## config.mk

```make
export PLATFORM = sky130hd
export DESIGN_NAME = double_ended_queue_with_search
export DESIGN_NICKNAME = d
export VERILOG_FILES = /design/src/rtl/deqs_pkg.sv /design/src/rtl/deqs_ram.sv /design/src/rtl/deqs_front.sv /design/src/rtl/deqs_back.sv /design/src/rtl/double_ended_queue_with_search.sv
export SDC_FILE = /design/constraint.sdc
export NUM_CORES = 1
export LEC_CHECK = 0
export ABC_AREA = 1
export BUFFER_PORTS_ARGS = -buffer_cell sky130_fd_sc_hd__buf_2
export CAP_MARGIN = 20
export CORE_MARGIN = 2
export CORE_UTILIZATION = 40
export CTS_CLUSTER_DIAMETER = 40
export DETAILED_ROUTE_END_ITERATION = 8
export SLEW_MARGIN = 10
export SYNTH_ARGS = -nofsm -noshare
export SYNTH_HDL_FRONTEND = slang
export SYNTH_HIERARCHICAL = 1
export SYNTH_SLANG_ARGS = --single-unit
export TNS_END_PERCENT = 1
```

## constraint.sdc

```tcl
create_clock -name i_clk -period 9.3 [get_ports i_clk]
set_clock_uncertainty 0.2 [all_clocks]
set_input_delay 0.93 -clock i_clk [delete_from_list [all_inputs] [get_ports i_clk]]
set_output_delay 0.93 -clock i_clk [all_outputs]
set_load 0.01 [all_outputs]
```

## src/rtl/deqs_pkg.sv

```systemverilog
// shared types, constants and ring index helper for the double-ended queue
// no dependencies
`timescale 1ns / 1ps
`default_nettype none

package deqs_pkg;

    localparam int DEPTH    = 16;
    localparam int DATA_W   = 32;
    localparam int IDX_W    = (DEPTH > 1) ? $clog2(DEPTH) : 1;
    localparam int CNT_W    = $clog2(DEPTH + 1);
    localparam int SUM_W    = IDX_W + 1;
    localparam int KIND_W   = 3;
    localparam int STATUS_W = 2;

    localparam int FQ_DEPTH = 2;
    localparam int FQ_PTR_W = (FQ_DEPTH > 1) ? $clog2(FQ_DEPTH) : 1;
    localparam int FQ_CNT_W = $clog2(FQ_DEPTH + 1);

    localparam logic [KIND_W-1:0] KIND_PUSH_BACK  = 3'd0;
    localparam logic [KIND_W-1:0] KIND_PUSH_FRONT = 3'd1;
    localparam logic [KIND_W-1:0] KIND_POP_FRONT  = 3'd2;
    localparam logic [KIND_W-1:0] KIND_POP_BACK   = 3'd3;
    localparam logic [KIND_W-1:0] KIND_SEARCH     = 3'd4;
    localparam logic [KIND_W-1:0] KIND_CLEAR      = 3'd5;

    typedef enum logic [2:0] {
        OP_PUSH_BACK,
        OP_PUSH_FRONT,
        OP_POP_FRONT,
        OP_POP_BACK,
        OP_SEARCH,
        OP_CLEAR,
        OP_NOP
    } t_op;

    typedef enum logic [STATUS_W-1:0] {
        ST_OK,
        ST_EMPTY,
        ST_FULL
    } t_status;

    typedef struct packed {
        t_op               op;
        logic [DATA_W-1:0] value;
    } t_cmd;

    // ring position of base + off, with base < DEPTH and off <= DEPTH
    function automatic logic [IDX_W-1:0] ring_pos(input logic [IDX_W-1:0] base,
                                                  input logic [CNT_W-1:0] off);
        logic [SUM_W-1:0] sum;
        sum = {1'b0, base} + SUM_W'(off);
        if (sum >= SUM_W'(DEPTH)) begin
            sum = sum - SUM_W'(DEPTH);
        end
        return sum[IDX_W-1:0];
    endfunction

endpackage

`default_nettype wire

```

## src/rtl/deqs_ram.sv

```systemverilog
// generic single write port, single read port ram with registered read data
// no dependencies
`timescale 1ns / 1ps
`default_nettype none

module deqs_ram #(
    parameter int WIDTH = 32,
    parameter int DEPTH = 16,
    localparam int AW = (DEPTH > 1) ? $clog2(DEPTH) : 1
) (
    input  wire logic             i_clk,
    input  wire logic             i_we,
    input  wire logic [AW-1:0]    i_waddr,
    input  wire logic [WIDTH-1:0] i_wdata,
    input  wire logic             i_re,
    input  wire logic [AW-1:0]    i_raddr,
    output logic      [WIDTH-1:0] o_rdata
);

    logic [WIDTH-1:0] r_mem [DEPTH];
    logic [WIDTH-1:0] r_rdata;

    always_ff @(posedge i_clk) begin
        if (i_we) begin
            r_mem[i_waddr] <= i_wdata;
        end
        if (i_re) begin
            r_rdata <= r_mem[i_raddr];
        end
    end

    assign o_rdata = r_rdata;

endmodule

`default_nettype wire

```

## src/rtl/deqs_front.sv

```systemverilog
// front end: takes command transfers, decodes the kind and queues them
// depends on deqs_pkg
`timescale 1ns / 1ps
`default_nettype none

module deqs_front (
    input  wire logic                          i_clk,
    input  wire logic                          i_rst_n,
    input  wire logic                          i_valid,
    output logic                               o_ready,
    input  wire logic [deqs_pkg::KIND_W-1:0]   i_kind,
    input  wire logic [deqs_pkg::DATA_W-1:0]   i_value,
    output logic                               o_cmd_valid,
    input  wire logic                          i_cmd_ready,
    output deqs_pkg::t_cmd                     o_cmd
);

    deqs_pkg::t_cmd                       r_slot [deqs_pkg::FQ_DEPTH];
    logic [deqs_pkg::FQ_PTR_W-1:0]        r_wr;
    logic [deqs_pkg::FQ_PTR_W-1:0]        r_rd;
    logic [deqs_pkg::FQ_CNT_W-1:0]        r_cnt;
    logic [deqs_pkg::FQ_PTR_W-1:0]        n_wr;
    logic [deqs_pkg::FQ_PTR_W-1:0]        n_rd;
    logic [deqs_pkg::FQ_CNT_W-1:0]        n_cnt;
    deqs_pkg::t_cmd                       dec_cmd;
    logic                                 push;
    logic                                 pop;

    always_comb begin
        dec_cmd.value = i_value;
        unique case (i_kind)
            deqs_pkg::KIND_PUSH_BACK:  dec_cmd.op = deqs_pkg::OP_PUSH_BACK;
            deqs_pkg::KIND_PUSH_FRONT: dec_cmd.op = deqs_pkg::OP_PUSH_FRONT;
            deqs_pkg::KIND_POP_FRONT:  dec_cmd.op = deqs_pkg::OP_POP_FRONT;
            deqs_pkg::KIND_POP_BACK:   dec_cmd.op = deqs_pkg::OP_POP_BACK;
            deqs_pkg::KIND_SEARCH:     dec_cmd.op = deqs_pkg::OP_SEARCH;
            deqs_pkg::KIND_CLEAR:      dec_cmd.op = deqs_pkg::OP_CLEAR;
            default:                   dec_cmd.op = deqs_pkg::OP_NOP;
        endcase
    end

    assign o_ready     = (r_cnt != deqs_pkg::FQ_CNT_W'(deqs_pkg::FQ_DEPTH));
    assign o_cmd_valid = (r_cnt != '0);
    assign o_cmd       = r_slot[r_rd];
    assign push        = i_valid && o_ready;
    assign pop         = o_cmd_valid && i_cmd_ready;

    always_comb begin
        n_wr  = r_wr;
        n_rd  = r_rd;
        n_cnt = r_cnt;
        if (push) begin
            n_wr = (r_wr == deqs_pkg::FQ_PTR_W'(deqs_pkg::FQ_DEPTH - 1)) ? '0
                   : r_wr + deqs_pkg::FQ_PTR_W'(1);
        end
        if (pop) begin
            n_rd = (r_rd == deqs_pkg::FQ_PTR_W'(deqs_pkg::FQ_DEPTH - 1)) ? '0
                   : r_rd + deqs_pkg::FQ_PTR_W'(1);
        end
        if (push && !pop) begin
            n_cnt = r_cnt + deqs_pkg::FQ_CNT_W'(1);
        end else if (pop && !push) begin
            n_cnt = r_cnt - deqs_pkg::FQ_CNT_W'(1);
        end
    end

    always_ff @(posedge i_clk) begin
        if (!i_rst_n) begin
            r_wr  <= '0;
            r_rd  <= '0;
            r_cnt <= '0;
        end else begin
            r_wr  <= n_wr;
            r_rd  <= n_rd;
            r_cnt <= n_cnt;
        end
        if (push) begin
            r_slot[r_wr] <= dec_cmd;
        end
    end

    // queue never holds more than its depth
    a_cnt_bound: assert property (@(posedge i_clk) disable iff (!i_rst_n)
        r_cnt <= deqs_pkg::FQ_CNT_W'(deqs_pkg::FQ_DEPTH))
        else $error("front queue count out of range");

endmodule

`default_nettype wire

```

## src/rtl/deqs_back.sv

```systemverilog
// back end: executes queued commands on the ring and drives the result register
// depends on deqs_pkg and deqs_ram
`timescale 1ns / 1ps
`default_nettype none

module deqs_back (
    input  wire logic                            i_clk,
    input  wire logic                            i_rst_n,
    input  wire logic                            i_cmd_valid,
    output logic                                 o_cmd_ready,
    input  deqs_pkg::t_cmd                       i_cmd,
    output logic                                 o_valid,
    input  wire logic                            i_ready,
    output logic [deqs_pkg::DATA_W-1:0]          o_popped,
    output logic [deqs_pkg::CNT_W-1:0]           o_match,
    output logic [deqs_pkg::CNT_W-1:0]           o_count,
    output deqs_pkg::t_status                    o_status
);

    typedef enum logic [1:0] {
        S_IDLE,
        S_POP,
        S_SRCH,
        S_RES
    } t_state;

    t_state                             r_state;
    logic [deqs_pkg::IDX_W-1:0]         r_head;
    logic [deqs_pkg::CNT_W-1:0]         r_occ;
    logic [deqs_pkg::DATA_W-1:0]        r_value;
    logic [deqs_pkg::CNT_W-1:0]         r_off;
    logic [deqs_pkg::CNT_W-1:0]         r_pend;
    logic [deqs_pkg::CNT_W-1:0]         r_match;
    logic [deqs_pkg::DATA_W-1:0]        r_popped;
    deqs_pkg::t_status                  r_status;
    logic                               r_o_valid;
    logic [deqs_pkg::DATA_W-1:0]        r_o_popped;
    logic [deqs_pkg::CNT_W-1:0]         r_o_match;
    logic [deqs_pkg::CNT_W-1:0]         r_o_count;
    deqs_pkg::t_status                  r_o_status;

    logic                               is_full;
    logic                               is_empty;
    logic [deqs_pkg::IDX_W-1:0]         head_prev;
    logic [deqs_pkg::IDX_W-1:0]         head_next;
    logic                               take;
    logic                               out_free;
    logic                               ram_we;
    logic [deqs_pkg::IDX_W-1:0]         ram_waddr;
    logic                               ram_re;
    logic [deqs_pkg::IDX_W-1:0]         ram_raddr;
    logic [deqs_pkg::DATA_W-1:0]        ram_rdata;

    assign is_full     = (r_occ == deqs_pkg::CNT_W'(deqs_pkg::DEPTH));
    assign is_empty    = (r_occ == '0);
    assign head_prev   = (r_head == '0) ? deqs_pkg::IDX_W'(deqs_pkg::DEPTH - 1)
                         : r_head - deqs_pkg::IDX_W'(1);
    assign head_next   = (r_head == deqs_pkg::IDX_W'(deqs_pkg::DEPTH - 1)) ? '0
                         : r_head + deqs_pkg::IDX_W'(1);
    assign o_cmd_ready = (r_state == S_IDLE);
    assign take        = i_cmd_valid && o_cmd_ready;
    assign out_free    = !r_o_valid || i_ready;

    // ring port control
    always_comb begin
        ram_we    = 1'b0;
        ram_waddr = '0;
        ram_re    = 1'b0;
        ram_raddr = '0;
        if (take) begin
            unique case (i_cmd.op)
                deqs_pkg::OP_PUSH_BACK: begin
                    ram_we    = !is_full;
                    ram_waddr = deqs_pkg::ring_pos(r_head, r_occ);
                end
                deqs_pkg::OP_PUSH_FRONT: begin
                    ram_we    = !is_full;
                    ram_waddr = head_prev;
                end
                deqs_pkg::OP_POP_FRONT: begin
                    ram_re    = !is_empty;
                    ram_raddr = r_head;
                end
                deqs_pkg::OP_POP_BACK: begin
                    ram_re    = !is_empty;
                    ram_raddr = deqs_pkg::ring_pos(r_head, r_occ - deqs_pkg::CNT_W'(1));
                end
                deqs_pkg::OP_SEARCH: begin
                    ram_re    = !is_empty;
                    ram_raddr = r_head;
                end
                default: begin
                end
            endcase
        end else if (r_state == S_SRCH && r_off < r_occ) begin
            ram_re    = 1'b1;
            ram_raddr = deqs_pkg::ring_pos(r_head, r_off);
        end
    end

    deqs_ram #(
        .WIDTH (deqs_pkg::DATA_W),
        .DEPTH (deqs_pkg::DEPTH)
    ) u_ram (
        .i_clk   (i_clk),
        .i_we    (ram_we),
        .i_waddr (ram_waddr),
        .i_wdata (i_cmd.value),
        .i_re    (ram_re),
        .i_raddr (ram_raddr),
        .o_rdata (ram_rdata)
    );

    always_ff @(posedge i_clk) begin
        if (!i_rst_n) begin
            r_state   <= S_IDLE;
            r_head    <= '0;
            r_occ     <= '0;
            r_o_valid <= 1'b0;
        end else begin
            if (r_state == S_RES && out_free) begin
                r_o_valid <= 1'b1;
            end else if (r_o_valid && i_ready) begin
                r_o_valid <= 1'b0;
            end
            unique case (r_state)
                S_IDLE: begin
                    if (take) begin
                        r_popped <= '0;
                        r_match  <= '0;
                        r_value  <= i_cmd.value;
                        unique case (i_cmd.op)
                            deqs_pkg::OP_PUSH_BACK: begin
                                r_state <= S_RES;
                                if (is_full) begin
                                    r_status <= deqs_pkg::ST_FULL;
                                end else begin
                                    r_status <= deqs_pkg::ST_OK;
                                    r_occ    <= r_occ + deqs_pkg::CNT_W'(1);
                                end
                            end
                            deqs_pkg::OP_PUSH_FRONT: begin
                                r_state <= S_RES;
                                if (is_full) begin
                                    r_status <= deqs_pkg::ST_FULL;
                                end else begin
                                    r_status <= deqs_pkg::ST_OK;
                                    r_head   <= head_prev;
                                    r_occ    <= r_occ + deqs_pkg::CNT_W'(1);
                                end
                            end
                            deqs_pkg::OP_POP_FRONT: begin
                                if (is_empty) begin
                                    r_status <= deqs_pkg::ST_EMPTY;
                                    r_state  <= S_RES;
                                end else begin
                                    r_status <= deqs_pkg::ST_OK;
                                    r_head   <= head_next;
                                    r_occ    <= r_occ - deqs_pkg::CNT_W'(1);
                                    r_state  <= S_POP;
                                end
                            end
                            deqs_pkg::OP_POP_BACK: begin
                                if (is_empty) begin
                                    r_status <= deqs_pkg::ST_EMPTY;
                                    r_state  <= S_RES;
                                end else begin
                                    r_status <= deqs_pkg::ST_OK;
                                    r_occ    <= r_occ - deqs_pkg::CNT_W'(1);
                                    r_state  <= S_POP;
                                end
                            end
                            deqs_pkg::OP_SEARCH: begin
                                if (is_empty) begin
                                    r_status <= deqs_pkg::ST_EMPTY;
                                    r_state  <= S_RES;
                                end else begin
                                    r_status <= deqs_pkg::ST_OK;
                                    r_off    <= deqs_pkg::CNT_W'(1);
                                    r_pend   <= r_occ;
                                    r_state  <= S_SRCH;
                                end
                            end
                            deqs_pkg::OP_CLEAR: begin
                                r_status <= deqs_pkg::ST_OK;
                                r_state  <= S_RES;
                                r_head   <= '0;
                                r_occ    <= '0;
                            end
                            default: begin
                                r_status <= deqs_pkg::ST_OK;
                                r_state  <= S_RES;
                            end
                        endcase
                    end
                end
                S_POP: begin
                    r_popped <= ram_rdata;
                    r_state  <= S_RES;
                end
                S_SRCH: begin
                    if (ram_rdata == r_value) begin
                        r_match <= r_match + deqs_pkg::CNT_W'(1);
                    end
                    r_pend <= r_pend - deqs_pkg::CNT_W'(1);
                    if (r_off < r_occ) begin
                        r_off <= r_off + deqs_pkg::CNT_W'(1);
                    end
                    if (r_pend == deqs_pkg::CNT_W'(1)) begin
                        r_state <= S_RES;
                    end
                end
                S_RES: begin
                    if (out_free) begin
                        r_o_popped <= r_popped;
                        r_o_match  <= r_match;
                        r_o_count  <= r_occ;
                        r_o_status <= r_status;
                        r_state    <= S_IDLE;
                    end
                end
            endcase
        end
    end

    assign o_valid  = r_o_valid;
    assign o_popped = r_o_popped;
    assign o_match  = r_o_match;
    assign o_count  = r_o_count;
    assign o_status = r_o_status;

    a_occ_bound: assert property (@(posedge i_clk) disable iff (!i_rst_n)
        r_occ <= deqs_pkg::CNT_W'(deqs_pkg::DEPTH))
        else $error("occupancy above depth");

    a_head_bound: assert property (@(posedge i_clk) disable iff (!i_rst_n)
        r_head <= deqs_pkg::IDX_W'(deqs_pkg::DEPTH - 1))
        else $error("head index outside ring");

    a_srch_nonempty: assert property (@(posedge i_clk) disable iff (!i_rst_n)
        (r_state == S_SRCH) |-> (r_occ != '0 && r_pend != '0 && r_pend <= r_occ))
        else $error("search walk out of step with occupancy");

    a_srch_match: assert property (@(posedge i_clk) disable iff (!i_rst_n)
        (r_state == S_SRCH) |-> (r_match <= r_occ - r_pend))
        else $error("match count ahead of compares");

    a_no_write_busy: assert property (@(posedge i_clk) disable iff (!i_rst_n)
        ram_we |-> (r_state == S_IDLE && !is_full))
        else $error("ring written outside a push");

endmodule

`default_nettype wire

```

## src/rtl/double_ended_queue_with_search.sv

```systemverilog
// top level of the double-ended queue with search: front decode queue and back executor
// depends on deqs_pkg, deqs_front, deqs_back (and deqs_ram through deqs_back)
//
//   channel   direction  handshake            payload
//   command   in         i_valid / o_ready    i_kind, i_value
//   result    out        o_valid / i_ready    o_popped_value, o_match_count,
//                                             o_element_count, o_status
//
// push, clear, no-op and refused commands: from taking the command to the result state, then the result register
// pops: a read state is added for the registered read of the entry ram
// search: one entry compared per cycle over the single ram read port, then the result state
// a two-entry command queue keeps taking transfers, until it is full, while the executor or result side stalls
// reset (synchronous, active low) empties the queue and clears head and occupancy;
// entry contents are not cleared
`timescale 1ns / 1ps
`default_nettype none

module double_ended_queue_with_search (
    input  wire logic                                i_clk,
    input  wire logic                                i_rst_n,
    input  wire logic                                i_valid,
    output logic                                     o_ready,
    input  wire logic        [deqs_pkg::KIND_W-1:0]  i_kind,
    input  wire logic signed [deqs_pkg::DATA_W-1:0]  i_value,
    output logic                                     o_valid,
    input  wire logic                                i_ready,
    output logic signed      [deqs_pkg::DATA_W-1:0]  o_popped_value,
    output logic             [deqs_pkg::CNT_W-1:0]   o_match_count,
    output logic             [deqs_pkg::CNT_W-1:0]   o_element_count,
    output logic             [deqs_pkg::STATUS_W-1:0] o_status
);

    logic                              cmd_valid;
    logic                              cmd_ready;
    deqs_pkg::t_cmd                    cmd;
    logic [deqs_pkg::DATA_W-1:0]       popped;
    deqs_pkg::t_status                 status;

    deqs_front u_front (
        .i_clk       (i_clk),
        .i_rst_n     (i_rst_n),
        .i_valid     (i_valid),
        .o_ready     (o_ready),
        .i_kind      (i_kind),
        .i_value     (i_value),
        .o_cmd_valid (cmd_valid),
        .i_cmd_ready (cmd_ready),
        .o_cmd       (cmd)
    );

    deqs_back u_back (
        .i_clk       (i_clk),
        .i_rst_n     (i_rst_n),
        .i_cmd_valid (cmd_valid),
        .o_cmd_ready (cmd_ready),
        .i_cmd       (cmd),
        .o_valid     (o_valid),
        .i_ready     (i_ready),
        .o_popped    (popped),
        .o_match     (o_match_count),
        .o_count     (o_element_count),
        .o_status    (status)
    );

    assign o_popped_value = $signed(popped);
    assign o_status       = status;

endmodule

`default_nettype wire

```

# Word level (Yosys, flattened, before mapping)
# Memories as Yosys holds them, arrays and structs flattened. A register that Yosys moved wholly into a read port is not among the register bits.
# Index checks and enable logic that the tools add are counted.
[totals] reg_bits=141 ramBits=582 input_bits=39 output_inout_bits=46 wordCells=165 mem_count=2
[mem_list] memory="u_back.u_ram.r_mem" depth=16 word_bits=32 read_ports=1 rd_ports_with_merged_regs=1 write_ports=1 line_no="deqs_ram.sv:20" rtl="logic [WIDTH-1:0] r_mem [DEPTH];"
[mem_list] memory="u_front.r_slot" depth=2 word_bits=35 read_ports=1 rd_ports_with_merged_regs=1 write_ports=1 line_no="deqs_front.sv:18" rtl="deqs_pkg::t_cmd r_slot [deqs_pkg::FQ_DEPTH];"
[classes] n_addsub=17 order_cmp=4 n_eq_ne=29 muxes=58 reduce_logical=38
[ops] cell="32-bit case mux with 2 select lines" count=1
[ops] cell="5-bit two-way mux" count=11
[ops] cell="4-bit two-way mux" count=10
[ops] cell="32-bit == test" count=1
[ops] cell="32-bit two-way mux" count=1
[ops] cell="5-bit case mux with 2 select lines" count=3
[ops] cell="2-bit inequality test, second input constant" count=11
[ops] cell="3-bit case mux with 6 select lines" count=1
[ops] cell="1-bit two-way mux" count=17
[ops] cell="4-bit case mux with 2 select lines" count=2
[ops] cell="4-bit by 1-bit subtractor with 4-bit output, second input constant" count=4
[ops] cell="4-bit by 5-bit adder with 5-bit output" count=3
[ops] cell="5-bit by 1-bit adder with 5-bit output, second input constant" count=3
[ops] cell="5-bit greater-or-equal comparator, second input constant" count=3
[ops] cell="5-bit case mux with 3 select lines" count=1
[ops] cell="5-bit AND reduction" count=3
[ops] cell="2-bit two-way mux" count=7
[ops] cell="3-bit by 2-bit == test with 1-bit output, second input constant" count=4
[ops] cell="3-bit == test, second input constant" count=4
[ops] cell="4-bit case mux with 3 select lines" count=1
[ops] cell="3-bit AND reduction" count=4
[ops] cell="2-bit nonzero test" count=5
[ops] cell="5-bit by 1-bit subtractor with 5-bit output, second input constant" count=2
[ops] cell="2-bit case mux with 2 select lines" count=2
[ops] cell="other kinds (25)" count=42

# Logic depth before layout (Yosys ltp)
# Gate-level depths: netlist (run 1).
[logic_depth] depth_word=6 ltp_mapped=21 ltp_nobuf=15

# Modules after synthesis
# The synthesis (run 1) kept the hierarchy.
[modules_own_cells] mod="deqs_ram" n_inst=1 cells_per_inst=2120 area_per_inst_um2=23064.6 seq_area_each_um2=16335.7
[modules_own_cells] mod="deqs_back" n_inst=1 cells_per_inst=597 area_per_inst_um2=6533.8 seq_area_each_um2=3993.8
[modules_own_cells] mod="deqs_front" n_inst=1 cells_per_inst=149 area_per_inst_um2=2935.3 seq_area_each_um2=2202.1

# Least setup slack after synthesis (run 1)
# No wires, ideal clock.
[synth_path] kind="register to register" startpoint="register (tool-made name)" endpoint="register u_back.u_ram.r_rdata[0] (netlist: u_back/u_ram/o_rdata[0]), read port of u_back.u_ram.r_mem (enable)" setup_ns=0.470 arrival_ns=3.709 slack_ns=4.921 path_stages_with_launch=10 path_buffers=3 synth_period_minus_slack_ns=4.379 path_cell_list="dfxtp_1 -> buf_6 -> buf_12 -> mux2_4 -> buf_6 -> inv_6 -> nand2_4 -> clkinv_4 -> nor2_1 -> o31ai_1"
[synth_lines] item="to (decl)" line_no="deqs_ram.sv:21" rtl="logic [WIDTH-1:0] r_rdata;"

==> results of run 1 <==
-- worst max-delay path, stage by stage, from the launching register on --
cell,delay (ns)
dfxtp_2,0.31
buf_4,0.51
mux2_4,0.39
nand2_4,0.13
nor2_2,0.07
nor2_1,0.14
inv_1,0.08
a22oi_1,0.26
o21ai_4,0.09
buf_12,0.29
inv_6,0.79
buf_4,0.81
nand2_1,0.15
nand3_1,0.14
nand3_1,0.10
nand3_1,0.12
nand2_1,0.07
-- cells in the mapped netlist (all sizes together) --
cell,count,area (sq um)
a21boi,1,7.510
a21oi,20,107.6
a22oi,1,7.510
a31oi,2,12.51
buf,106,794.5
clkbuf,17,77.57
clkinv,2,17.52
dfxtp,17,340.3
edfxtp,739,22190
fa,3,60.06
ha,27,337.8
inv,485,1836
mux2,35,506.7
nand2,812,3083
nand3,411,2074
nand3b,4,30.03
nand4,1,6.260
nor2,90,369.1
nor3,5,25.02
o211a,1,10.01
o211ai,1,7.510
o21a,3,22.52
o21ai,31,162.7
o22ai,1,6.260
o31ai,1,7.510
or2,2,12.51
xnor2,37,324.1
xor2,11,96.34
-- power groups by stage --
stage                     clock (mW)  sequential, mW  combinational [mW]
after detailed placement           0            4.65                2.58
after CTS                       4.29            4.58                2.59
final                           4.22            4.58                2.57
after global routing            4.44            4.61                2.90
after global placement             0            4.65                2.55
after floorplan                    0            4.57                1.94
-- per-stage QoR --
step                utilization  setup WS, ns  instance area [sq um]  cells
finish                   0.4680         4.213                  37690   4122
global route             0.4680         3.815                  37690   4122
CTS                      0.4680         4.172                  37690   4122
detailed placement       0.4208         4.253                  33890   3920
global placement         0.4208         4.300                  33890   3920
floorplan                     -         4.921                  32530   2866
-- flip-flops by register name (all words and copies together) (netlist names), 32 cells and up, named ones only --
register / cells
u_back/r_popped: 32
u_front/r_slot: 70
u_back/u_ram/o_rdata: 32
u_back/o_popped: 32
u_back/r_value: 32
u_back/u_ram/r_mem: 512
-- worst paths after layout --
kind / to / slack [ns]
min: u_back/o_popped[0] / 0.21
max reg2reg: u_back/u_ram/o_rdata[2] / 4.21
max: u_back/u_ram/o_rdata[2] / 4.21
min reg2reg: u_back/o_popped[0] / 0.21
-- metal layers --
layer,vias to the layer above,global-route usage,part of all wire
met3,130,0.03165,0.064
li1,9638,-,-
met4,0,0.06585,0.026
met5,-,0,0
met1,9497,0.2472,0.44
met2,609,0.3045,0.47
-- area by class of cell --
class                           count  area [sq um]  area share
Clock inverter                     86          1049     0.02782
Sequential cell                   756         22530      0.5978
Inverter                          487          1856     0.04923
Tap cell                         1060          1326     0.03519
Timing Repair Buffer              117         693.2     0.01839
Multi-Input combinational cell   1500          7485      0.1986
Clock buffer                      116          2753     0.07303
-- cells by family after synthesis --
| group | after synthesis | share of synthesized area |
|---|---|---|
| compound gates | 62 | 0.01081 |
| xor+xnor | 48 | 0.01292 |
| fa+ha+maj | 30 | 0.01223 |
| buf+inv | 610 | 0.08376 |
| flops | 756 | 0.6926 |
| mux | 35 | 0.01558 |
| simple gates | 1325 | 0.1721 |
==> summary.md, run 1 <==
| Metric | Value |
|---|---|
| Status | complete, no violations |
| Layout cells sized above 1 | 0.1290 |
| Worst hold slack | ~0.21 ns |
| F_max | 196.6 MHz |
| Synthesized instance count | 2,866 |
| Final GP Congestion | about 0.80 |
| Pleak | 15.38 nW |
| Pint | 7.827 mW |
| R2r worst-path depth | 16 |
| Hold path startpoint | u_back/r_popped[0] |
| Switching power share of the total | 0.3115 |
| Mapped Area | 32,530 sq um |
| Combinational power share | 0.226 |
| DIE AREA | 83,630 sq um |
| Clock-pin transition on the worst setup and hold timing paths | about 0.050 ns |
| Vias in the first global route | 19,470 |
| Number of max-cap violations | 0 |
| Setup Fix Bufs, Post-CTS | 0 |
| Crit path max fanout | 179 |
| Unrepaired setup endpoints after global routing | no |
| Synth Register Bits | 756 |
| Antenna violations before repair | 0 |
| Die width | 289.2 um |
| Starting density of the core | 0.4039 |
| First-pass detailed-route iteration total | 5 |
| Routed length per placed instance | 18.43 um |
| Final wirelength | 75.95 mm |
| Root Buffer | clkbuf_16 |
| Total grt overflow | 0 |
| Largest net degree at the start of global routing | 180 |
| Vias | ~20,000 |
| Num rows | 104 |
| Worst-case clock buffer depth | 3 |
| Mean Syn Cell Area | 11.35 sq um |
| Syn. warnings | 6 |
| DR vias/cell | 4.821 |
| TNS Setup | 0 ns |
| Net count, final | approximately 3,000 |
| Clock share of power | 0.371 |
| Num ports | 85 |
| Fin. max-slew vios | 0 |
| Num CTS Buffers | 108 |
| Syn-to-layout area delta | 15.86% |
| Clock Sinks | 756 |
| Most frequent cells in the layout | 803 x nand2_1, 739 x edfxtp_1, 474 x inv_1 |
| P_sw | between 3 and 4 mW |
| Slew @ Worst Pin | 1.121 ns |
| Crit. End Element | register |
| GRT Total Usage | 0.1849 |
| Core Footprint | 80,550 sq um |
| Seq/Total Area, Yosys | 0.6926 |
| VDD IR max | 163.3 uV |
| Endpoints failing hold | 0 |
| Skew-Pair Late Insertion Delay | around 0.66 ns |
| Hold_buf cts | 0 |
| Post_cts resized | 0 |
| Number of DRC markers in iteration 0 | 1,252 |
| CP Launch Type | register |
| WS Path Type | register to register |
| Worst Path Required | 9.50 ns |
| Final Total Pwr | 11.37 mW |
| Hold Crit Depth | 0 |
| Total nets after synthesis | 2,935 |
| Hpwl dp | 39.54 mm |
| # port buffers | 84 |
| First-pass GRT wire length | about 120 mm |
| Diodes inserted | 0 |
| Die height | 289.2 um |
| PwrDens | 301.6 nW/um^2 |
| H-tree levels | 3 |
| Most common cell after layout, fill and taps aside | nand2_1 |
| Post-route ant nets | 0 |
| Flop pwr share | 0.403 |
| Layout fillers | 7,188 |
| Crit path DAT | about 5.3 ns |
| Final Setup Violations | 0 |
| Min-Delay Path Class | register to register |
| Fin crit period | 5.087 ns |
| Synth unique cells | 49 |
| CTS tree | done |
| Slew HR | 0.2524 |
| # DRC | 0 |
| Tcrit/Tclk final | 0.5470 |
Note: power is estimated with default switching activity, not from simulation.
==> run 2, diff against run 1 <==
--- a/config.mk
+++ b/config.mk
@@ -5,7 +5,7 @@
 export SDC_FILE = /design/constraint.sdc
 export NUM_CORES = 1
 export LEC_CHECK = 0
-export ABC_AREA = 1
+export ABC_AREA = 0
 export BUFFER_PORTS_ARGS = -buffer_cell sky130_fd_sc_hd__buf_2
 export CAP_MARGIN = 20
 export CORE_MARGIN = 2
==> constraint.sdc (replaced) <==
create_clock -name i_clk -period 5.31 [get_ports i_clk]
set_clock_uncertainty 0.2 [all_clocks]
set_input_delay 0.531 -clock i_clk [delete_from_list [all_inputs] [get_ports i_clk]]
set_output_delay 0.531 -clock i_clk [all_outputs]
set_load 0.01 [all_outputs]
==> run 2 against run 1 <==
Register-to-register slack got worse by 3.1 ns. Power up 58%. Non-clock buffer count up 47. Critical path type unchanged.
==> summary.md, run 2 <==
| Metric | Value |
|---|---|
| Status | complete, no violations |
| Root Buffer | clkbuf_16 |
| Setup Fix Bufs, Post-CTS | 0 (unchanged) |
| P_sw | 4.766 mW (+35%) |
| # DRC | 0 (unchanged) |
| Crit. End Element | register |
| Num rows | 99 (-4.8%) |
| Number of DRC markers in iteration 0 | 1,344 (+7.3%) |
| Reg2reg end | u_back/u_ram/o_rdata[27] |
| Worst-case clock buffer depth | 3 (unchanged) |
| Most used DFF post-synth | edfxtp_1 |
| Pleak | 11.37 nW (-26%) |
| PwrDens | 509.6 nW/um^2 (+69%) |
| Final wirelength | 67.41 mm (-11%) |
| Clock-pin transition on the worst setup and hold timing paths | 0.06 ns (about the same) |
| Area share of the largest cell type after synthesis | 0.7573 (+0.07520) |
| Synth Register Bits | 756 (unchanged) |
| Number of synthesized flops with an enable pin | 739 (unchanged) |
| Layout cells sized above 1 | 0.2889 (+0.1599) |
| Die width | 274.7 um (-5.0%) |
| Num CTS Buffers | 107 (-0.93%) |
| Mean Syn Cell Area | 20.14 sq um (+77%) |
| Final worst setup slack | 1.088 ns (-3.125 ns) |
| Unrepaired setup endpoints after global routing | no |
| TNS Setup | 0 ns (unchanged) |
| Final Setup Violations | 0 (unchanged) |
| Total nets after synthesis | 1,524 (-48%) |
| Worst slack at placement | 1.044 ns (-3.209 ns) |
| Tcrit/Tclk final | 0.7951 (+0.2481) |
| Fin crit period | 4.222 ns (-0.8647 ns) |
| Hpwl dp | 37.06 mm (-6.3%) |
| Asr flop ratio synth | 0 (unchanged) |
| Crit path DAT | 4.42 ns (-0.87 ns) |
| GRT Total Usage | 0.1812 (-0.003688) |
| Routed length per placed instance | 24.89 um (+35%) |
| Fin. max-slew vios | 0 (unchanged) |
| Mapped Area | 29,300 sq um (-9.9%) |
| Hold path startpoint | i_rst_n |
| VDD IR max | 256.1 uV (+57%) |
| Largest net degree at the start of global routing | 54 (-70%) |
| Crit path max fanout | 33 (-82%) |
| CP max stage cell | o2bb2ai_4 |
| Post-route ant nets | 0 (unchanged) |
| Clock Sinks | 756 (unchanged) |
| Flop pwr share | 0.425 (+0.022) |
| Largest reg by FF count | u_back/u_ram/r_mem |
| Antenna violations before repair | 1 (+1) |
| Syn. warnings | 6 (unchanged) |
| Final Total Pwr | 18.00 mW (+58%) |
| Worst hold slack | 0.05310 ns (-0.1591 ns) |
| Total grt overflow | 0 (unchanged) |
| Syn-to-layout area delta | 20.53% |
| WP buf/inv | 2 (-3) |
| Synthesized instance count | 1,455 (-49%) |
| First-pass GRT wire length | 99.29 mm (-15%) |
| WS Path Type | register to register |
| CP Launch Type | register |
| Utilization after layout | 0.4857 (+0.01777) |
| # port buffers | 84 (unchanged) |
| DIE AREA | 75,440 sq um (-9.8%) |
| Largest register FFs | 512 (unchanged) |
| Min-Delay Path Class | input port to register |
| Core Footprint | 72,710 sq um (-9.7%) |
| R2r worst-path depth | 9 (-7) |
| Cell with the most instances after synthesis | edfxtp_1 |
| Clock share of power | 0.400 (+0.029) |
| First-pass detailed-route iteration total | 5 (unchanged) |
| Endpoints failing hold | 0 (unchanged) |
| Setup slack, reg-to-reg | 1.09 ns (-3.13 ns) |
| Commonest cells post-synth | 739 x edfxtp_1, 128 x mux4_2, 64 x a22oi_1, 56 x nand2_1, 46 x and2_1 |
| Final GP Congestion | 0.7911 (-0.52%) |
| Worst path max stage delay | 0.60 ns (-0.21 ns) |
| Most common cell after layout, fill and taps aside | edfxtp_1 |
| DR vias/cell | 5.440 (+13%) |
| Worst Path Required | 5.51 ns (-3.99 ns) |
| Seq/Total Area, Yosys | 0.7689 (+0.07635) |
| Switching power share of the total | 0.2648 (-0.04666) |
| Vias | 14,730 (-26%) |
| F_max | 236.9 MHz (+20%) |
| Num ports | 85 (unchanged) |
| Combinational power share | 0.175 (-0.051) |
| Cell family with most CP delay | compound AO/OA/AOI/OAI gates |
| Slew @ Worst Pin | 1.053 ns (-0.06816 ns) |
| Pint | 13.23 mW (+69%) |
| Number of max-cap violations | 0 (unchanged) |
| CTS tree | done |
| Skew-Pair Late Insertion Delay | 0.66 ns (about the same) |
| Vias in the first global route | 15,170 (-22%) |
| H-tree levels | 3 (unchanged) |
| Synth unique cells | 68 (+39%) |
| CP Cell Sequence | buf_4 > mux2_2 > a21oi_1 > a32oi_1 > o2bb2ai_4 > buf_12 > mux4_2 > a22oi_1 > nand2_1 |
| Net count, final | 1,729 (-43%) |
| Die height | 274.7 um (-5.0%) |
| Most frequent cells in the layout | 739 x edfxtp_1, 128 x mux4_2, 109 x clkbuf_16 |
| Largest regs | u_back/u_ram/r_mem (512), u_front/r_slot (70) |
| Top post-synthesis cells by area | edfxtp_1 76%, mux4_2 9.8%, a22oi_1 1.6% |
| Hold Crit Depth | 2 (+2) |
| Slew HR | 0.2978 (+0.04544) |
| Starting density of the core | 0.4030 (-0.0009004) |
| Layout fillers | 5,912 (-18%) |
| Synth area leader | edfxtp_1 |
==> run 2: changes by cell type after synthesis, moves of 10 or more <==
cell,before,now
nand2_1,804,56
inv_1,475,19
nand3_1,409,7
mux4_2,0,128
a22oi_1,1,64
and2_1,0,46
nor2_1,85,42
buf_2,46,15
mux2_2,5,35
mux2_4,30,0
buf_6,30,1
clkbuf_1,15,29
nand2b_1,0,10
nand4_1,1,11
==> run 2: logic make-up after synthesis <==
logic type,share of synthesized area
xor gates and xnor gates,0.01644
buffers and inverters,0.01358
and+or+nand+nor,0.03745
AOI/OAI and AO/OA,0.03753
DFF,0.7689
muxes,0.1125
adders and majority gates,0.01358
==> run 2: final cells by class <==
cell class | instances | area, sq um | area share
clock inverter | 74 | 904.6 | 0.02561
antenna | 1 | 2.502 | 0.00007085
sequential | 756 | 22530 | 0.6380
multi-input combinational | 612 | 6591 | 0.1866
inverter | 19 | 71.32 | 0.002019
timing repair buffer | 164 | 1236 | 0.03500
clock buffer | 123 | 2780 | 0.07872
tap | 959 | 1200 | 0.03397
==> run 2: worst max path at each step <==
stage	to	from	depth (start not counted)
floorplan	u_back/u_ram/r_mem[12][0]	register	9
global placement	u_back/u_ram/o_rdata[26]	u_back/r_occ[2]	10
detailed placement	u_back/u_ram/o_rdata[27]	register	9
CTS	u_back/u_ram/o_rdata[25]	register	9
global route	u_back/u_ram/o_rdata[27]	u_back/r_occ[2]	10
finish	u_back/u_ram/o_rdata[27]	register	9
==> run 2: routing by layer <==
metal,share of wire,global-route usage,up-vias
met5,0.00016,0,-
met4,0.025,0.05506,2
met3,0.062,0.03631,103
met2,0.47,0.2866,479
met1,0.44,0.2550,7797
li1,-,-,6350
==> run 2: power by group through the flow <==
| stage | sequential (mW) | clock, mW | combinational [mW] |
|---|---|---|---|
| 2_1_floorplan | 7.69 | 0 | 2.14 |
| 3_3_place_gp | 7.75 | 0 | 3.06 |
| 3_5_place_dp | 7.77 | 0 | 3.15 |
| 4_1_cts | 7.65 | 7.34 | 3.18 |
| 5_1_grt | 7.68 | 7.59 | 3.44 |
| 6_report | 7.64 | 7.21 | 3.15 |
==> run 2: metrics by stage <==
| step | cells | cell area (sq um) |
|---|---|---|
| after floorplan | 1455 | 29310 |
| after global placement | 2474 | 31270 |
| after detailed placement | 2474 | 31270 |
| after CTS | 2707 | 35320 |
| after global routing | 2707 | 35320 |
| final | 2708 | 35320 |
==> run 2: repair_timing <==
| action | CTS | global route |
|---|---|---|
| resized for setup | 0 | 0 |
| hold buffers | 36 | 0 |
| hold endpoints to repair | 70 | 0 |
